### src/rtl/assert_macros.svh
// assertion macros used by drrip_ctrl
// no dependencies
`ifndef ASSERT_MACROS_SVH
`define ASSERT_MACROS_SVH
// implication checked on every rising clock edge outside reset
`define ASSERT_IMP(label, clk, rst_n, ante, cons, msg) \
	label: assert property (@(posedge clk) disable iff (!rst_n) (ante) |-> (cons)) \
		else $error(msg);
// next-cycle implication checked outside reset
`define ASSERT_NXT(label, clk, rst_n, ante, cons, msg) \
	label: assert property (@(posedge clk) disable iff (!rst_n) (ante) |=> (cons)) \
		else $error(msg);
`endif

### src/rtl/drrip_pkg.sv
// shared types and constants for the drrip dead block replacement block
// no dependencies
`timescale 1ns / 1ps
package drrip_pkg;
	localparam int SETS = 2048;
	localparam int WAYS = 16;
	localparam int LEADER_SETS = 64;
	localparam int SELECTOR_BITS = 10;
	localparam int SET_W = $clog2(SETS);
	localparam int WAY_W = $clog2(WAYS);
	localparam int ROW_W = 4 * WAYS;
	localparam int CNT_W = 20;
	localparam logic [1:0] RV_MAX = 2'd3;
	localparam logic [1:0] DEAD_MAX = 2'd3;
	localparam logic ACT_VICTIM = 1'b0;
	localparam logic ACT_UPDATE = 1'b1;

	// command from controller to datapath
	typedef struct packed {
		logic read;       // issue row read for captured request
		logic write;      // write back computed row, maybe emit result
		logic clr;        // write reset row at sweep address
		logic decay_rd;   // read row at sweep address for decay
		logic decay_wr;   // write decayed row at sweep address
		logic load;       // capture input beat
	} dp_cmd_t;

	typedef struct packed {
		logic sweep_last; // sweep address at final set
		logic decay_due;  // update being written triggers a decay
		logic is_victim;  // captured request is a victim request
	} dp_stat_t;
endpackage

### src/rtl/drrip_ctrl.sv
// controller state machine: clear sweep, request sequencing, decay sweep
// depends on drrip_pkg and assert_macros.svh
`timescale 1ns / 1ps
`include "assert_macros.svh"
module drrip_ctrl import drrip_pkg::*; (
	input  logic     clk,
	input  logic     arst_n,
	input  logic     in_valid,
	output logic     in_ready,
	input  logic     out_busy,
	input  dp_stat_t stat,
	output dp_cmd_t  cmd
);
	typedef enum logic [5:0] {
		ST_CLEAR = 6'b000001,
		ST_IDLE  = 6'b000010,
		ST_READ  = 6'b000100,
		ST_WRITE = 6'b001000,
		ST_DRD   = 6'b010000,
		ST_DWR   = 6'b100000
	} state_t;

	state_t state_q, state_d;

	always_comb begin
		state_d = state_q;
		cmd = '0;
		in_ready = 1'b0;
		case (state_q)
			ST_CLEAR: begin
				cmd.clr = 1'b1;
				if (stat.sweep_last) state_d = ST_IDLE;
			end
			ST_IDLE: begin
				in_ready = !out_busy;
				if (in_valid && !out_busy) begin
					cmd.load = 1'b1;
					state_d = ST_READ;
				end
			end
			ST_READ: begin
				cmd.read = 1'b1;
				state_d = ST_WRITE;
			end
			ST_WRITE: begin
				cmd.write = 1'b1;
				state_d = ST_IDLE;
			end
			default: state_d = ST_IDLE;
		endcase
		if (state_q == ST_WRITE && stat.decay_due && !stat.is_victim) state_d = ST_DRD;
		if (state_q == ST_DRD) begin
			cmd.decay_rd = 1'b1;
			state_d = ST_DWR;
		end
		if (state_q == ST_DWR) begin
			cmd.decay_wr = 1'b1;
			state_d = stat.sweep_last ? ST_IDLE : ST_DRD;
		end
	end

	always_ff @(posedge clk or negedge arst_n) begin
		if (!arst_n) state_q <= ST_CLEAR;
		else state_q <= state_d;
	end

	`ASSERT_IMP(a_onehot, clk, arst_n, 1'b1, $onehot(state_q), "state not one-hot")
	`ASSERT_NXT(a_read_write, clk, arst_n, state_q == ST_READ, state_q == ST_WRITE,
		"read not followed by write")
	`ASSERT_IMP(a_ready_idle, clk, arst_n, in_ready, state_q == ST_IDLE, "ready outside idle")
endmodule

### config.mk
export PLATFORM = sky130hd
export DESIGN_NAME = drrip_ctrl
export DESIGN_NICKNAME = d
export VERILOG_FILES = /design/src/rtl/drrip_pkg.sv /design/src/rtl/drrip_ctrl.sv
export VERILOG_INCLUDE_DIRS = /design/src /design/src/rtl
export SDC_FILE = /design/constraint.sdc
export NUM_CORES = 1
export LEC_CHECK = 0
export BUFFER_PORTS_ARGS = -buffer_cell sky130_fd_sc_hd__buf_2
export CAP_MARGIN = 20
export CORE_AREA = 2 2 39 41
export CTS_CLUSTER_SIZE = 16
export DETAILED_ROUTE_END_ITERATION = 10
export DIE_AREA = 0 0 41 43
export HOLD_SLACK_MARGIN = 0.15
export SYNTH_ARGS = -nofsm -noshare
export SYNTH_HDL_FRONTEND = slang
export SYNTH_SLANG_ARGS = --single-unit
### constraint.sdc
create_clock -name clk -period 2.01 [get_ports clk]
set_input_delay 0.201 -clock clk [delete_from_list [all_inputs] [get_ports clk]]
set_output_delay 0.201 -clock clk [all_outputs]
set_load 0.02 [all_outputs]
; ---- Word level (Yosys, flattened, before mapping)
; Cells that the tools add are included.
[word_totals]
wordCells = 30
regBits = 6
out_inout_bits = 7
in_bits = 7
[op_classes]
reduce_logical = 6
n_eq_ne = 8
n_mux = 15
[ops]
columns = op, count
row1 = 2-to-1 mux 6 bit, 5
row2 = case mux 6 bit (3 select lines), 1
row3 = inequality test 5 bit (second input constant), 2
row4 = 2-to-1 mux 1 bit, 8
row5 = equality test 6 x 1 -> 1 bit (second input constant), 1
row6 = equality test 6 x 2 -> 1 bit (second input constant), 1
row7 = equality test 6 x 3 -> 1 bit (second input constant), 1
row8 = equality test 6 x 4 -> 1 bit (second input constant), 1
row9 = equality test 6 x 5 -> 1 bit (second input constant), 1
row10 = equality test 6 bit (second input constant), 1
row11 = 2-to-1 mux 5 bit, 1
row12 = logical AND 1 bit, 3
row13 = logical NOT 1 bit, 2
row14 = AND reduction 2 bit, 1

; ---- Logic depth before layout (Yosys ltp)
[depth]
word_depth = 7
ltp_mapped = 4
mapped_depth_nobuf = 4

; ---- Least setup slack after synthesis
; Ideal clock, no wire load.
[synth_path]
kind = register to output
from = register state_q[1]
to = output cmd[1] (netlist bit)
n_path_buf = 0
required_time_ps = 1809
stages_incl_launch_ff = 4
path_slack_ps = 591
t_arrival_ps = 1218
path_cell_list = dfrtp_1 nor2_1 nand2_1 nor3b_1
[synth_rtl]
columns = element, line
row1 = "start, declared", drrip_ctrl.sv:23  ; state_t state_q, state_d;
row2 = "start signal, assigned", drrip_ctrl.sv:64  ; else state_q <= state_d;
row3 = "end, declared", drrip_ctrl.sv:12  ; output dp_cmd_t cmd

==> results.yml <==
flow_run:
  maxCapViolations: 0
cts:
  clockBufferDepth: 2
  clock-root-buffer: "clkbuf_4"
  cts_resized: 0
  clock-sinks: 6
  clk_pin_slew_ps: 50
  postCtsSetupRepairBufs: 0
  clock_latency_ps: 240
  cts_max_level: 1
  cts_inserted_buffers: 3
  cts_tree: "built"
critical_path:
  arrival_ps: 1410
  path_max_fanout: 6
  r2r_slack_ps: 770
  reg2reg_to: "state_q[1]$_DFFE_PN0P_"
  reg2regPathDepth: 4
  r2r_start: "state_q[0]$_DFFE_PN1P_"
  cp-start-kind: "flip-flop"
  crit_path_start: "state_q[3]$_DFFE_PN0P_"
  worst_ep_required_time_ps: 1810
  critPathKind: "reg -> out"
  endpoint_kind: "output pin"
route:
  dr.pass1.iters: 2
  via_per_inst: 4.74
  first_iter_violations: 1
  postRouteWirelength_um: 741
  ant_nets: 0
  wl_per_cell_um: 10.7
  route.detailed.drc: 0
  vias: 327
timing:
  post-route-min-period_ps: 1610
  hold_viol: 0
  setup_viol: 0
  max_clock_freq_mhz: 622
  skew_ps: 6.16
  report.final.slew_viol_count: 0
  fin_crit_sh: 0.800
  setup_tns_ps: 0
  max_slew_margin: 0.836
  tightest_slew_ps: 245
  rsz0062_at_grt: "false"
layout:
  reg.largest.list: "state_q (6)"
  nNetsFinal: 61
  syn2layout_area_growth_pct: 37.2
  instances_no_fill: 69
  postLayoutCoreUtil: 0.350
  drive_gt1_frac: 0.377
  regMostFlops: "state_q"
  n_antenna_cell: 0
  largest_register_ffs: 6
floorplanning:
  die_h_um: 43
  core_um2: 1380
  rows: 14
  dieArea_um2: 1760
  initial_utilization: 0.255
  die_w_um: 41
  pin_count: 14
synthesis:
  synth-seq-cells: 6
  syn-num-nets: 41
  synth_cell_types: 15
  avgSynthCellArea_um2: 10.4
  synthCells: 34
  ys_seq_area_frac: 0.429
  yosys_warnings: 0
  syn-cell-area_um2: 353
placed_design:
  placedCellCount: 63
  post-dp-hpwl_um: 562
  portBuffers: 13
  place_congestion: 0.713
power_and_ir_drop:
  p_leak_nw: 0.241
  p_per_area_nw_per_um2: 896
  p_total_mw: 0.434
  ir_worst_vdd_uv: 328
global_routing:
  antenna_found_initial: 0
  grt-ovfl-total: 0
  grt_pass1_vias: 309
  grt_usage: 0.109
  grt_max_degree: 8
  grt_pass1_wl_um: 1220
min_path:
  holdPathStages: 3
  hold_path_class: "in -> reg"
  hp-start: "out_busy"
  hold_end: "state_q[2]$_DFFE_PN0P_"
outcome:
  status: "finished, final reports clean"
stage by stage:
stage                     hold slack [ps]  setup WS (ps)  area [um^2]
final                                 274            402          484
after global routing                  296            270          484
after CTS                             270            401          484
after detailed placement             29.9            668          438
after global placement               27.7            684          438
after floorplan                     -94.6            591          353
critical path, cell delays in order (launching register included):
cell,delay (ps)
dfrtp_1,430
nor2_2,230
nand3_1,190
nor2b_1,140
buf_2,170
Yosys cell counts:
cell,n,area [um^2]
nand3_1,1,5.00
nor3b_1,4,30.0
o21ai_1,1,5.00
and4bb_1,1,12.5
o21ai_0,1,5.00
nor2_2,1,6.26
nor2_1,5,18.8
dfstp_2,1,26.3
nor2b_1,5,31.3
o22ai_2,1,12.5
nand2_1,1,3.75
nor3_1,1,5.00
dfrtp_1,5,125
and4b_1,5,50.1
o311ai_2,1,16.3
routing by layer:
metal	wire, um	vias to the layer above	global-route usage
li1	-	166	-
met1	372	151	0.139
met2	335	10	0.131
met3	34	0	0.0471
met4	0	0	0.100
met5	0	-	0
worst max path at each step:
stage | to | depth (start not counted) | slack [ps]
2_1_floorplan | cmd[1] | 3 | 590
5_1_grt | cmd[0] | 4 | 270
3_5_place_dp | cmd[1] | 4 | 670
3_3_place_gp | cmd[0] | 4 | 680
6_report | cmd[0] | 4 | 400
4_1_cts | cmd[0] | 4 | 400
what timing repair did:
item / 4_1_cts / 5_1_grt
endpoints found under the setup margin: 0 / 0
endpoints found under the hold margin: 7 / 0
hold buffers: 2 / 0
report_power, final:
| group | switching (mW) | internal (mW) |
|---|---|---|
| sequential | 0.0190 | 0.137 |
| clock | 0.0439 | 0.0752 |
| combinational | 0.0905 | 0.0680 |
| total | 0.153 | 0.280 |
logic make-up after synthesis:
logic type and synth area share:
AND/OR/NAND/NOR 0.461, flip-flops 0.429, AO/OA/AOI/OAI 0.110
layout make-up:
cell class                      count  area, um^2
Fill cell                         146         900
Multi-Input combinational cell     28         201
Sequential cell                     6         151
Timing Repair Buffer               15        85.1
Clock buffer                        4        26.3
Tap cell                           16        20.0
layout by cell type (no fill, tap or decap):
cell type,instances
clkbuf_1,1
nand2_1,1
nand3_1,1
o311ai_2,1
nor2_1,5
o22ai_2,1
clkbuf_4,3
o21ai_1,1
o21ai_0,1
nor2_2,1
dlygate4sd3_1,2
and4b_1,5
and4bb_1,1
dfrtp_1,5
nor3b_1,4
dfstp_2,1
buf_2,13
nor2b_1,5
nor3_1,1
No activity file was read; power rests on OpenSTA's default activity.
